`config.mk`:
```
export PLATFORM = sky130hd
export DESIGN_NAME = byte_ring_fifo
export DESIGN_NICKNAME = d
export VERILOG_FILES = /design/src/hdl/brf_pkg.sv /design/src/hdl/brf_ctrl.sv /design/src/hdl/brf_datapath.sv /design/src/hdl/byte_ring_fifo.sv
export SDC_FILE = /design/constraint.sdc
export NUM_CORES = 1
export LEC_CHECK = 0
export ABC_AREA = 1
export BUFFER_PORTS_ARGS = -buffer_cell sky130_fd_sc_hd__buf_2
export CAP_MARGIN = 25
export CORE_MARGIN = 1
export CORE_UTILIZATION = 30
export CTS_CLUSTER_SIZE = 8
export DETAILED_ROUTE_END_ITERATION = 10
export GPL_ROUTABILITY_DRIVEN = 0
export PLACE_DENSITY_LB_ADDON = 0.2
export SETUP_SLACK_MARGIN = 0.5
export SLEW_MARGIN = 20
export SYNTH_ARGS = -nofsm -noshare
export SYNTH_HDL_FRONTEND = slang
export SYNTH_SLANG_ARGS = --single-unit
```
`constraint.sdc`:
```
create_clock -name clk -period 3.4 [get_ports clk]
set_input_delay 0.17 -clock clk [delete_from_list [all_inputs] [get_ports clk]]
set_output_delay 0.17 -clock clk [all_outputs]
set_load 0.02 [all_outputs]
```
`src/hdl/brf_pkg.sv`:
```
package brf_pkg;

    // fixed field widths of the stream beats
    localparam int unsigned DATA_W   = 8;
    localparam int unsigned CFG_W    = 7;
    localparam int unsigned FILL_W   = 7;
    localparam int unsigned POS_W    = 6;
    localparam int unsigned S_DATA_W = 8;
    localparam int unsigned M_DATA_W = 32;

    // reset value of the capacity register
    localparam logic [CFG_W-1:0] SLOTS_RESET = 7'd64;

    // operation carried on the slave tuser bit
    localparam logic MODE_PUSH = 1'b0;
    localparam logic MODE_POP  = 1'b1;

    // controller states
    typedef enum logic
    {
        ST_IDLE,
        ST_EXEC
    } state_t;

    // commands from controller to datapath
    typedef struct packed
    {
        logic load;
        logic exec;
    } cmd_t;

    // status from datapath to controller
    typedef struct packed
    {
        logic out_free;
    } status_t;

endpackage

```
`src/hdl/brf_ctrl.sv`:
```
module brf_ctrl
(
    input  logic             clk,
    input  logic             rst_n,
    input  logic             s_tvalid,
    output logic             s_tready,
    input  brf_pkg::status_t status,
    output brf_pkg::cmd_t    cmd
);

    brf_pkg::state_t state_reg;
    brf_pkg::state_t state_next;

    // state register
    always_ff @(posedge clk or negedge rst_n)
    begin
        if (!rst_n)
        begin
            state_reg <= brf_pkg::ST_IDLE;
        end
        else
        begin
            state_reg <= state_next;
        end
    end

    // next state
    always_comb
    begin
        state_next = state_reg;
        unique case (state_reg)
            brf_pkg::ST_IDLE:
            begin
                if (s_tvalid)
                begin
                    state_next = brf_pkg::ST_EXEC;
                end
            end
            brf_pkg::ST_EXEC:
            begin
                if (status.out_free)
                begin
                    state_next = brf_pkg::ST_IDLE;
                end
            end
            default:
            begin
                state_next = brf_pkg::ST_IDLE;
            end
        endcase
    end

    // outputs
    always_comb
    begin
        s_tready = 1'b0;
        cmd      = '0;
        unique case (state_reg)
            brf_pkg::ST_IDLE:
            begin
                s_tready = 1'b1;
                cmd.load = s_tvalid;
            end
            brf_pkg::ST_EXEC:
            begin
                cmd.exec = status.out_free;
            end
            default:
            begin
                cmd = '0;
            end
        endcase
    end

endmodule

```
`src/hdl/brf_datapath.sv`:
```
module brf_datapath
#(
    parameter int unsigned RING_DEPTH = 64
)
(
    input  logic                           clk,
    input  logic                           rst_n,
    input  brf_pkg::cmd_t                  cmd,
    output brf_pkg::status_t               status,
    input  logic                           cfg_wr_en,
    input  logic [brf_pkg::CFG_W-1:0]      cfg_wr_data,
    input  logic [brf_pkg::S_DATA_W-1:0]   s_tdata,
    input  logic                           s_tuser,
    output logic                           m_tvalid,
    input  logic                           m_tready,
    output logic [brf_pkg::M_DATA_W-1:0]   m_tdata,
    output logic                           m_tuser
);

    localparam int unsigned PW = (RING_DEPTH > 1) ? $clog2(RING_DEPTH) : 1;
    localparam int unsigned CW = $clog2(RING_DEPTH + 1);
    localparam int unsigned EW = ((CW > brf_pkg::CFG_W) ? CW : brf_pkg::CFG_W) + 1;
    localparam logic [EW-1:0] DEPTH_EXT = EW'(RING_DEPTH);
    localparam logic [EW-1:0] ONE_EXT   = EW'(1);

    logic [brf_pkg::DATA_W-1:0] mem [RING_DEPTH];

    logic [brf_pkg::CFG_W-1:0]  slots_reg;
    logic [PW-1:0]              wptr_reg;
    logic [PW-1:0]              wptr_next;
    logic [PW-1:0]              rptr_reg;
    logic [PW-1:0]              rptr_next;
    logic [CW-1:0]              count_reg;
    logic [CW-1:0]              count_next;
    logic                       mode_reg;
    logic [brf_pkg::DATA_W-1:0] data_reg;
    logic [brf_pkg::DATA_W-1:0] rd_data_reg;
    logic                       out_valid_reg;
    logic                       out_valid_next;
    logic [brf_pkg::M_DATA_W-1:0] out_data_reg;
    logic                       out_ok_reg;

    logic [EW-1:0]              slots_ext;
    logic [EW-1:0]              cap_ext;
    logic [CW-1:0]              cap;
    logic                       push_ok;
    logic                       pop_ok;
    logic [CW:0]                winc;
    logic [CW:0]                rinc;
    logic [brf_pkg::DATA_W-1:0] byte_out;
    logic                       full_next;
    logic                       empty_next;
    logic [brf_pkg::M_DATA_W-1:0] out_data_next;

    // capacity register; the user must write it only while idle, the block itself does not enforce it
    always_ff @(posedge clk or negedge rst_n)
    begin
        if (!rst_n)
        begin
            slots_reg <= brf_pkg::SLOTS_RESET;
        end
        else if (cfg_wr_en)
        begin
            slots_reg <= cfg_wr_data;
        end
    end

    // active capacity clamped to 1..depth
    always_comb
    begin
        slots_ext = EW'(slots_reg);
        if (slots_ext == '0)
        begin
            cap_ext = ONE_EXT;
        end
        else if (slots_ext > DEPTH_EXT)
        begin
            cap_ext = DEPTH_EXT;
        end
        else
        begin
            cap_ext = slots_ext;
        end
        cap = CW'(cap_ext);
    end

    // capture the beat and read the slot a pop would take
    always_ff @(posedge clk)
    begin
        if (cmd.load)
        begin
            mode_reg    <= s_tuser;
            data_reg    <= s_tdata;
            rd_data_reg <= mem[rptr_reg];
        end
    end

    // store write on an accepted push
    always_ff @(posedge clk)
    begin
        if (cmd.exec && push_ok)
        begin
            mem[wptr_reg] <= data_reg;
        end
    end

    // decision and pointer, count update
    always_comb
    begin
        push_ok    = (mode_reg == brf_pkg::MODE_PUSH) && (count_reg < cap);
        pop_ok     = (mode_reg == brf_pkg::MODE_POP) && (count_reg != '0);
        winc       = (CW + 1)'(wptr_reg) + 1'b1;
        rinc       = (CW + 1)'(rptr_reg) + 1'b1;
        wptr_next  = wptr_reg;
        rptr_next  = rptr_reg;
        count_next = count_reg;
        byte_out   = '0;
        if (push_ok)
        begin
            wptr_next  = (winc < (CW + 1)'(cap)) ? PW'(winc) : '0;
            count_next = count_reg + 1'b1;
        end
        if (pop_ok)
        begin
            rptr_next  = (rinc < (CW + 1)'(cap)) ? PW'(rinc) : '0;
            count_next = count_reg - 1'b1;
            byte_out   = rd_data_reg;
        end
        empty_next = (count_next == '0);
        full_next  = (count_next >= cap);
    end

    // result beat packing
    always_comb
    begin
        out_data_next        = '0;
        out_data_next[7:0]   = byte_out;
        out_data_next[14:8]  = brf_pkg::FILL_W'(count_next);
        out_data_next[15]    = empty_next;
        out_data_next[16]    = full_next;
        out_data_next[22:17] = brf_pkg::POS_W'(wptr_next);
        out_data_next[28:23] = brf_pkg::POS_W'(rptr_next);
    end

    // queue state
    always_ff @(posedge clk or negedge rst_n)
    begin
        if (!rst_n)
        begin
            wptr_reg  <= '0;
            rptr_reg  <= '0;
            count_reg <= '0;
        end
        else if (cmd.exec)
        begin
            wptr_reg  <= wptr_next;
            rptr_reg  <= rptr_next;
            count_reg <= count_next;
        end
    end

    // output register handshake
    always_comb
    begin
        out_valid_next = out_valid_reg;
        if (cmd.exec)
        begin
            out_valid_next = 1'b1;
        end
        else if (m_tready)
        begin
            out_valid_next = 1'b0;
        end
    end

    always_ff @(posedge clk or negedge rst_n)
    begin
        if (!rst_n)
        begin
            out_valid_reg <= 1'b0;
        end
        else
        begin
            out_valid_reg <= out_valid_next;
        end
    end

    always_ff @(posedge clk)
    begin
        if (cmd.exec)
        begin
            out_data_reg <= out_data_next;
            out_ok_reg   <= push_ok || pop_ok;
        end
    end

    assign status.out_free = !out_valid_reg || m_tready;
    assign m_tvalid        = out_valid_reg;
    assign m_tdata         = out_data_reg;
    assign m_tuser         = out_ok_reg;

endmodule

```
`src/hdl/byte_ring_fifo.sv`:
```
// Byte FIFO in a ring store of RING_DEPTH slots. Each slave beat is one operation: tuser 0
// pushes the byte in tdata, tuser 1 pops one. Every operation returns exactly one master beat
// with the outcome (tuser: 1 when the push was stored or the pop returned data) and the queue
// status after it. A push to a full queue is dropped; a pop from an empty queue returns 0.
// cfg_wr_data sets the slots in use (0 acts as 1, values above RING_DEPTH act as RING_DEPTH);
// write it only while no operation is in flight. Lowering it below the fill leaves the queue
// full until drained, and a slot never written after such a change reads as undefined.
// An operation runs in order through ST_IDLE, which captures the beat and reads the store at the
// read position, and ST_EXEC, which waits for a free output register, then decides, writes the
// store and updates positions and count into the output register. The next beat is taken while a
// result still waits on the master side.
module byte_ring_fifo
#(
    parameter int unsigned RING_DEPTH = 64
)
(
    input  logic                          clk,
    input  logic                          rst_n,
    input  logic                          cfg_wr_en,
    input  logic [brf_pkg::CFG_W-1:0]     cfg_wr_data,    // slots_in_use
    input  logic                          s_tvalid,
    output logic                          s_tready,
    input  logic [brf_pkg::S_DATA_W-1:0]  s_tdata,        // data_in[7:0]
    input  logic                          s_tuser,        // mode
    output logic                          m_tvalid,
    input  logic                          m_tready,
    // data_out[7:0], fill_count[14:8], is_empty[15], is_full[16],
    // write_position[22:17], read_position[28:23], zero[31:29]
    output logic [brf_pkg::M_DATA_W-1:0]  m_tdata,
    output logic                          m_tuser         // ok
);

    brf_pkg::cmd_t    cmd;
    brf_pkg::status_t status;

    // sequencing
    brf_ctrl u_ctrl
    (
        .clk      (clk),
        .rst_n    (rst_n),
        .s_tvalid (s_tvalid),
        .s_tready (s_tready),
        .status   (status),
        .cmd      (cmd)
    );

    // store, positions and result register
    brf_datapath
    #(
        .RING_DEPTH (RING_DEPTH)
    )
    u_datapath
    (
        .clk         (clk),
        .rst_n       (rst_n),
        .cmd         (cmd),
        .status      (status),
        .cfg_wr_en   (cfg_wr_en),
        .cfg_wr_data (cfg_wr_data),
        .s_tdata     (s_tdata),
        .s_tuser     (s_tuser),
        .m_tvalid    (m_tvalid),
        .m_tready    (m_tready),
        .m_tdata     (m_tdata),
        .m_tuser     (m_tuser)
    );

endmodule
```
; Word level (Yosys, flattened, before mapping)
; Memory sizes are Yosys's and may differ from the RTL's. A register that Yosys moved wholly into a read port is not among the register bits.
; Cells that the tools add are included.
[totals]
reg_bits = 67
ram_bits = 512
inputBits = 21
output_inout_bits = 35
word_cells = 51
mem_count = 1
[mem_list]
columns = name, words, width, read_ports, rd_ports_with_merged_regs, write_ports, line
row1 = u_datapath.mem, 64, 8, 1, 1, 1, brf_datapath.sv:26  ; logic [brf_pkg::DATA_W-1:0] mem [RING_DEPTH];
[op_classes]
n_addsub = 4
order_cmp = 5
mux = 18
n_bitwise = 2
n_reduce_logical = 10
[op_table]
columns = operator, n
row1 = $mux 7, 4
row2 = $mux 6, 4
row3 = $lt 8x7->1, 2
row4 = $add 6x1->7 const B, 2
row5 = $logic_not 7->1, 2
row6 = $mux 1, 9
row7 = $add 7x1->7 const B, 1
row8 = $ge 7x7->1, 1
row9 = $gt 7x7->1 const B, 1
row10 = $lt 7x7->1, 1
row11 = $reduce_bool 7->1, 1
row12 = $sub 7x1->7 const B, 1
row13 = $logic_and 1x1->1, 3
row14 = $logic_or 1x1->1, 2
row15 = $not 1->1, 2
row16 = $pmux 1 s2, 1
row17 = $reduce_bool 2->1, 1
row18 = $logic_not 1->1, 1

; Longest topological paths before layout
; Gate-level depths: netlist of the first run.
[depth]
ltp_word = 8
mapped_depth = 21
depth_no_buf = 21

; Hierarchy
; A second synthesis of the first run with hierarchy kept.
[unflattened]
cells_unflattened = 1954
area_unflattened_um2 = 24170.7
[modules_own_cells]
columns = mod, n_inst, cells_each, area_each_um2
row1 = brf_datapath, 1, 1945, 24110.6
row2 = brf_ctrl, 1, 9, 60.1

; Worst setup path before layout of the first run
; Ideal clock, no wire load.
[synth_timing]
kind = register to register
startpoint = reg u_datapath.slots_reg[6] (netlist name)
endpoint = reg u_datapath.out_data_reg (netlist bit u_datapath.m_tdata[16]), data pin
t_arrival_ns = 2.887
setup_slack_ns = 0.251
path_stages_with_launch = 18
period_less_slack_ns = 3.149
path_cell_list = dfstp_2 -> inv_2 -> nand2_1 -> ha_1 -> a21oi_1 -> nor2_1 -> a211oi_2 -> nand3_4 -> nand2_1 -> nor2_1 -> nor2_1 -> ha_1 -> a21boi_0 -> o21a_1 -> o21ai_0 -> nand2_1 -> a21oi_1 -> o21ai_0
[synth_between]
elab_chain_len = 8
word_cells_on_any_way = 9
classes_between = order compare (3) / mux (4) / reduce/logical (2)
[synth_lines]
columns = item, line
row1 = start: declaration, brf_datapath.sv:28  ; logic [brf_pkg::CFG_W-1:0] slots_reg;
row2 = start signal: assignment, brf_datapath.sv:60  ; slots_reg <= brf_pkg::SLOTS_RESET;
row3 = start signal: assignment, brf_datapath.sv:64  ; slots_reg <= cfg_wr_data;
row4 = $gt 7x7->1, brf_datapath.sv:76  ; else if (slots_ext > DEPTH_EXT)
row5 = $mux 7, brf_datapath.sv:76
row6 = $mux 7 *, brf_datapath.sv:72  ; if (slots_ext == '0)
row7 = $lt 7x7->1 *, brf_datapath.sv:110  ; push_ok = (mode_reg == brf_pkg::MODE_PUSH) && (count_reg < cap);
row8 = $logic_and 1x1->1 *, brf_datapath.sv:110
row9 = $mux 7 *, brf_datapath.sv:118  ; if (push_ok)
row10 = $mux 7 *, brf_datapath.sv:123  ; if (pop_ok)
row11 = via u_datapath.count_next[1], brf_datapath.sv:34  ; logic [CW-1:0] count_next;
row12 = $ge 7x7->1 *, brf_datapath.sv:130  ; full_next = (count_next >= cap);
row13 = via u_datapath.full_next, brf_datapath.sv:51  ; logic full_next;
row14 = end signal: assignment, brf_datapath.sv:192  ; out_data_reg <= out_data_next;
row15 = end: declaration, brf_datapath.sv:40  ; logic [brf_pkg::M_DATA_W-1:0] out_data_reg;
; Mark *: on every way through the listed nets, which the timed path passes. The rest lies on a longest branch.
; A chain may end at the register's enable or synchronous reset.

; Final worst setup path of the first run
[layout_timing]
startpoint = reg u_datapath.slots_reg[6] (netlist name)
endpoint = mem u_datapath.mem[45][7] (netlist name) (enable)
[layout_between]
elab_chain_len = 8
word_cells_on_any_way = 9
classes_between = order compare (2) / mux (4) / reduce/logical (3)
[layout_lines]
columns = item, line
row1 = $gt 7x7->1, brf_datapath.sv:76
row2 = $mux 7, brf_datapath.sv:76
row3 = $mux 7 *, brf_datapath.sv:72
row4 = $lt 7x7->1 *, brf_datapath.sv:110
row5 = $logic_and 1x1->1 *, brf_datapath.sv:110
row6 = $logic_and 1x1->1 *, brf_datapath.sv:101  ; if (cmd.exec && push_ok)
row7 = $mux 1 *, brf_datapath.sv:101
row8 = $mux 1 (not written as such) *, brf_datapath.sv:103  ; mem[wptr_reg] <= data_reg;
row9 = end: declaration, brf_datapath.sv:26
; Mark *: on every way between the ends. The rest lies on a longest branch, timed or not.

==> results of run 1 <==
path summary, 6_finish.rpt:
check	from	to	slack, ns
worst max-delay path	u_datapath.slots_reg[6]$_DFFE_PN1P_	u_datapath.mem[45][7]$_DFFE_PP_	0.38
worst min-delay path	rst_n	u_datapath.count_reg[0]$_DFFE_PN0P_	0.15
worst max register to register	u_datapath.slots_reg[6]$_DFFE_PN1P_	u_datapath.mem[45][7]$_DFFE_PP_	0.38
worst min register to register	u_datapath.m_tvalid$_DFFE_PN0P_	u_datapath.m_tvalid$_DFFE_PN0P_	0.49
max in group asynchronous	rst_n	u_datapath.rptr_reg[0]$_DFFE_PN0P_	2.71
min in group clk	s_tuser	u_datapath.mode_reg$_DFFE_PP_	0.28
area by class of cell:
| type | count | area, um^2 | share of cell area |
|---|---|---|---|
| Clock inverter | 2 | 13.8 | 0.000459 |
| Multi-Input combinational cell | 1199 | 6480 | 0.216 |
| Tap cell | 1060 | 1330 | 0.0442 |
| Inverter | 57 | 248 | 0.00826 |
| Sequential cell | 587 | 17500 | 0.584 |
| Timing Repair Buffer | 225 | 2150 | 0.0716 |
| Clock buffer | 110 | 2260 | 0.0755 |
kinds of logic (layout without fill, tap and decap cells):
kind of cell             after synthesis  count (layout)  synth area share
AND/OR/NAND/NOR                      610             610             0.104
flip-flops                           587             587             0.720
AO/OA/AOI/OAI                        543             543             0.125
buffers and inverters                178             394            0.0309
adder cells (fa/ha/maj)               30              30            0.0154
XOR/XNOR                               8               8           0.00288
multiplexers                           5               5           0.00232
other                                  1               3          0.000154
synthesized netlist by cell type, drive strengths merged, types with 10 or more instances:
master	instances	area share
a21oi	17	0.0035
buf	41	0.0097
clkbuf	80	0.012
dfrtp	27	0.028
edfxtp	559	0.69
ha	30	0.015
inv	55	0.0086
nand2	114	0.018
nand3	33	0.0089
nand4	13	0.0055
nor2	437	0.069
nor3	10	0.0021
o21ai	323	0.067
o21bai	26	0.0080
o22ai	164	0.042
cell usage in the layout, fill, tap and decap left out, types with 14 or more instances in the layout:
master,count
nand2_1,106
dlygate4sd3_1,28
inv_1,46
nor2_2,17
nor2_4,32
dfrtp_1,20
nor2_1,387
ha_1,28
a21oi_1,14
clkbuf_16,88
o21bai_1,26
o21ai_0,312
buf_6,53
nand3_1,29
clkbuf_1,23
edfxtp_1,559
buf_12,19
buf_2,52
buf_4,67
o22ai_1,161
routing by layer:
layer | up-vias | GRT usage
li1 | 7554 | -
met3 | 114 | 0.0301
met5 | - | 0
met2 | 462 | 0.263
met1 | 8091 | 0.225
met4 | 0 | 0.0651
repair_timing:
| action | CTS | global route |
|---|---|---|
| endpoints found under the setup margin | 512 | 516 |
| pin swaps | 4 | 10 |
| resized for setup | 6 | 153 |
| setup buffers | 17 | 13 |
| hold buffers | 28 | 0 |
| hold endpoints to repair | 45 | 0 |
| gates cloned | 0 | 1 |
where the power goes:
| part | leakage, uW | internal (uW) | switching (uW) |
|---|---|---|---|
| sequential | 0.00539 | 8680 | 285 |
| clock | 0.00111 | 4550 | 2860 |
| combinational | 0.00375 | 2320 | 5200 |
| total | 0.0102 | 15500 | 8340 |
stage by stage:
stage / setup WS (ns) / total power, uW / cell area [um^2]
after global placement: 0.226 / 16000 / 26400
after global routing: 0.241 / 25100 / 30000
after floorplan: 0.392 / 13400 / 24400
after CTS: 0.420 / 23600 / 29200
final: 0.378 / 23900 / 30000
after detailed placement: 0.228 / 16000 / 26400
==> run metrics, run 1 <==
outcome complete, no violations; top routing layer used met4; Placed Cells 3,068; CP cell instances inv_6 -> nand2_4 -> ha_4 -> a21oi_4 -> nor2_2 -> a211oi_4 -> nand3_4 -> buf_6 -> buf_12 -> nor2_4 -> inv_2 -> nor2_8 -> nand3_4 -> buf_12 -> nor2_1 -> buf_4; via count 16,221; RSZ-0062 raised after global routing true; Finished Layout Cells 3,240; cell family with most CP delay buffers and inverters; Crit. End Element flop; Synth cell types 48; clk buf depth 3; Ant. Diodes 0; sequential share of the synthesized area 0.720; dominant synthesized flop cell edfxtp_1; 1st-iter DRT viols 1,242; Slew @ Worst Pin 0.963 ns; CP Max Fanout 8; All-Layer GR Usage 0.166; CTS Buf Count 83; Worst-path clk slew 0.05 ns; final hold vios 0; M1 WL 31,500 um; area grow syn2layout 23.4%; max FFs per register 512; H-tree levels 3; Finished Core Util 0.373; Initial Util 0.303; Vias/cell 5.01; final setup TNS 0 ns; clk_lat worst skew 0.61 ns; CP Data Required Time 3.70 ns; vias in the first global route 16,212; share of cells above drive strength 1 0.178; Final Cycle Share 0.889; Post-route DRC 0; final net count 2,204; Mapped Avg Cell Area 12.4 um^2; # setup viols final 0; Peak VDD IR 0.370 mV; Post-synth EDFFs 559; Worst path slowest cell dfstp_2; IO Port Bufs 52; Clock Skews 0.0203 ns; Die W 287 um; remaining global-route overflow 0; die area 82,100 um^2; IO Pins 56; Die Ht 287 um; Stages on worst setup path 16; min-delay worst type in -> async; Syn Std Cell Area 24,300 um^2; Fmax 0.331 GHz; CP arrival 3.32 ns; total wire length 69,200 um; wire per inst 21.4 um; flops & latches, synth 587; CP Buf/Inv Count 6; MaxCap Viol Count 0; Max Slew Vio Count 0; Sink Count 587; CTS tree yes; DRT antenna net count 0; met2 WL 32,100 um; first-pass GRT wire length 102,000 um; Pre-Repair DR Iteration Count 5; Cells after Synth 1,962; Worst Setup Path Type reg -> reg; clk root buf clkbuf_16; Fill cells 7,698; Leak Pwr 0.0102 uW; Hold Slack 0.153 ns; FFs w/ async S/R, synth 0.0477; relative slew slack 0.356; Met3 Wirelength 3610 um; Final HPWL DP 40,600 um; PwrDens 797 nW/um^2; pin count of the biggest net entering global routing 137; Reg2Reg Depth 16; initial antenna violation count 0; largest register by flop count u_datapath.mem; Synthesis Warnings 0; core area 80,300 um^2; FP Rows 104; crit path launch type flop; slowest cell delay on critical path 0.57 ns; fin crit period 3.02 ns
(Power assumes the default switching activity.)
==> run 2: changes to the inputs <==
Clock period 3.4 ns to 2.4 ns, I/O delays scaled along.
==> run metrics, run 2 (synthesis gave the netlist of run 1 again) <==
remaining global-route overflow 0 (unchanged); Peak VDD IR 0.592 mV (was 0.370 mV); most crowded layer after global routing met2 (unchanged); Crit. End Element flop (unchanged); Die Ht 287 um (unchanged); Pre-Repair DR Iteration Count 5 (unchanged); area grow syn2layout 27.9% (was 23.4%); PwrDens 1150 nW/um^2 (was 797 nW/um^2); clk root buf clkbuf_16 (unchanged); CTS Buf Count 84 (was 83); Final Cycle Share 1.23 (was 0.889); Fill cells 7,528 (was 7,698); cell family with most CP delay simple AND/OR/NAND/NOR gates (was buffers and inverters); Sink Count 587 (unchanged); final hold vios 0 (unchanged); Die W 287 um (unchanged); H-tree levels 3 (unchanged); Final HPWL DP 44,800 um (was 40,600 um); die area 82,100 um^2 (unchanged); worst r2r src u_datapath.slots_reg[6]$_DFFE_PN1P_ (unchanged); share of cells above drive strength 1 0.224 (was 0.178); Worst Setup Path Type reg -> reg (unchanged); pin count of the biggest net entering global routing 65 (was 137); max FFs per register 512 (unchanged); CP Buf/Inv Count 5 (was 6); via count 16,541 (was 16,221); Worst-path clk slew 0.05 ns (about the same); Max Slew Vio Count 0 (unchanged); first-pass GRT wire length 106,000 um (was 102,000 um); FP Rows 104 (unchanged); CP arrival 3.24 ns (was 3.32 ns); Post-route DRC 0 (unchanged); fin crit period 2.95 ns (was 3.02 ns); slowest cell delay on critical path 0.55 ns (was 0.57 ns); crit path launch type flop (unchanged); R2R Setup Slk -0.55 ns (was 0.38 ns); met1 Track Usage GR 0.233 (was 0.225); Hold Slack 0.100 ns (was 0.153 ns); initial antenna violation count 0 (unchanged); setup ws final -0.553 ns (was 0.378 ns); RSZ-0062 raised after global routing true (unchanged); Slew @ Worst Pin 0.729 ns (was 0.963 ns); Worst path slowest cell dfstp_2 (unchanged); RR Endpoint u_datapath.mem[43][6]$_DFFE_PP_ (was u_datapath.mem[45][7]$_DFFE_PP_); CP startpoint u_datapath.slots_reg[6]$_DFFE_PN1P_ (unchanged); CP cell instances inv_4 -> nand2_4 -> ha_4 -> a21oi_2 -> nor2_2 -> a211oi_4 -> nand3_4 -> buf_4 -> buf_6 -> nor2_4 -> inv_2 -> nor2_8 -> nand3_4 -> buf_12 -> nor2_4 (was inv_6 -> nand2_4 -> ha_4 -> a21oi_4 -> nor2_2 -> a211oi_4 -> nand3_4 -> buf_6 -> buf_12 -> nor2_4 -> inv_2 -> nor2_8 -> nand3_4 -> buf_12 -> nor2_1 -> buf_4); total wire length 70,000 um (was 69,200 um); Ant. Diodes 0 (unchanged); IO Port Bufs 52 (unchanged); commonest non-fill, non-tap cell in the layout edfxtp_1 (unchanged); DRT antenna net count 0 (unchanged); clk buf depth 3 (unchanged); Initial Util 0.303 (unchanged); wire per inst 21.0 um (was 21.4 um); CP Data Required Time 2.68 ns (was 3.70 ns); core area 80,300 um^2 (unchanged); relative slew slack 0.514 (was 0.356); violated checks negative setup slack; M2 GR Usage 0.279 (was 0.263); total power 35,700 uW (was 23,900 uW); Finished Core Util 0.387 (was 0.373); CTS tree yes (unchanged); # setup viols final 529 (was 0); MaxCap Viol Count 0 (unchanged); IO Pins 56 (unchanged); clk_lat worst skew 0.62 ns (was 0.61 ns); min-delay worst type in -> async (unchanged); 1st-iter DRT viols 1,266 (was 1,242); outcome finished with violations (was complete, no violations); final net count 2,298 (was 2,204); most frequent cells in the layout edfxtp_1, nor2_1, o21ai_0, buf_4, o22ai_1 (was edfxtp_1, nor2_1, o21ai_0, o22ai_1, nand2_1); vias in the first global route 16,955 (was 16,212); Reg2Reg Depth 15 (was 16); met3 Use GR 0.0244 (was 0.0301); Leak Pwr 0.0107 uW (was 0.0102 uW); largest register by flop count u_datapath.mem (unchanged); Vias/cell 4.96 (was 5.01); CP Max Fanout 8 (unchanged); Fmax 0.339 GHz (was 0.331 GHz); Clock Skews 0.0289 ns (was 0.0203 ns); All-Layer GR Usage 0.171 (was 0.166)
## run 2: cell types whose count changed in the layout (fill, tap and decap cells not counted), moves of 4 or more
| cell | previous run | this run |
|---|---|---|
| nor2_1 | 387 | 364 |
| buf_12 | 19 | 54 |
| o21ai_1 | 9 | 14 |
| buf_4 | 67 | 177 |
| o21ai_0 | 312 | 308 |
| clkbuf_1 | 23 | 17 |
| nor2_2 | 17 | 5 |
| nor2_4 | 32 | 67 |
| buf_6 | 53 | 7 |
## run 2: where the power goes
group | internal [uW] | total (uW) | switching, uW
Combinational | 4650 | 12500 | 7850
Sequential | 12300 | 12600 | 315
Clock | 6480 | 10600 | 4170
## run 2: worst max path at each step
stage,slack [ns],end,cells past startpoint
final,-0.55,u_datapath.mem[43][6]$_DFFE_PP_,15
after global placement,-0.59,u_datapath.m_tdata[16]$_DFFE_PP_,19
after floorplan,-0.60,u_datapath.m_tdata[16]$_DFFE_PP_,19
after detailed placement,-0.61,u_datapath.m_tdata[16]$_DFFE_PP_,17
after global routing,-0.71,u_datapath.m_tdata[16]$_DFFE_PP_,17
after CTS,-0.53,u_datapath.m_tdata[16]$_DFFE_PP_,19
## run 2: layout make-up
type / instances / area (um^2) / share of cell area
Sequential cell: 587 / 17500 / 0.563
Clock inverter: 6 / 57.6 / 0.00185
Inverter: 57 / 231 / 0.00745
Multi-Input combinational cell: 1199 / 6690 / 0.215
Tap cell: 1060 / 1330 / 0.0427
Clock buffer: 105 / 2250 / 0.0725
Timing Repair Buffer: 318 / 3030 / 0.0974
## run 2: worst register-to-register path, stage by stage (launching register included)
cell and delay (ns):
dfstp_2 0.55, inv_4 0.06, nand2_4 0.07, ha_4 0.20, a21oi_2 0.14, nor2_2 0.06
a211oi_4 0.24, nand3_4 0.13, buf_4 0.15, buf_6 0.13, nor2_4 0.12, inv_2 0.08
nor2_8 0.14, nand3_4 0.11, buf_12 0.19, nor2_4 0.26
## run 2: routing by layer
layer  part of all wire  vias up
li1                   -     7748
met1               0.46     8257
met2               0.48      445
met3              0.047       91
met4              0.022        0
met5                  0        -
## run 2: stage by stage
stage	std cells	setup slack (ns)	cell area, um^2	setup TNS, ns
after floorplan	1964	-0.605	25000	-163.29
after global placement	3184	-0.590	28300	-199.23
after detailed placement	3184	-0.607	28300	-206.74
after CTS	3331	-0.534	31100	-201.77
after global routing	3332	-0.710	31100	-312.55
final	3332	-0.553	31100	-240.02
## run 2: timing repair
action / CTS / global route
resized for setup: 5 / 6
hold endpoints to repair: 46 / 0
hold buffers: 28 / 0
setup buffers: 8 / 1
setup endpoints to repair: 560 / 561
pin swaps: 10 / 6
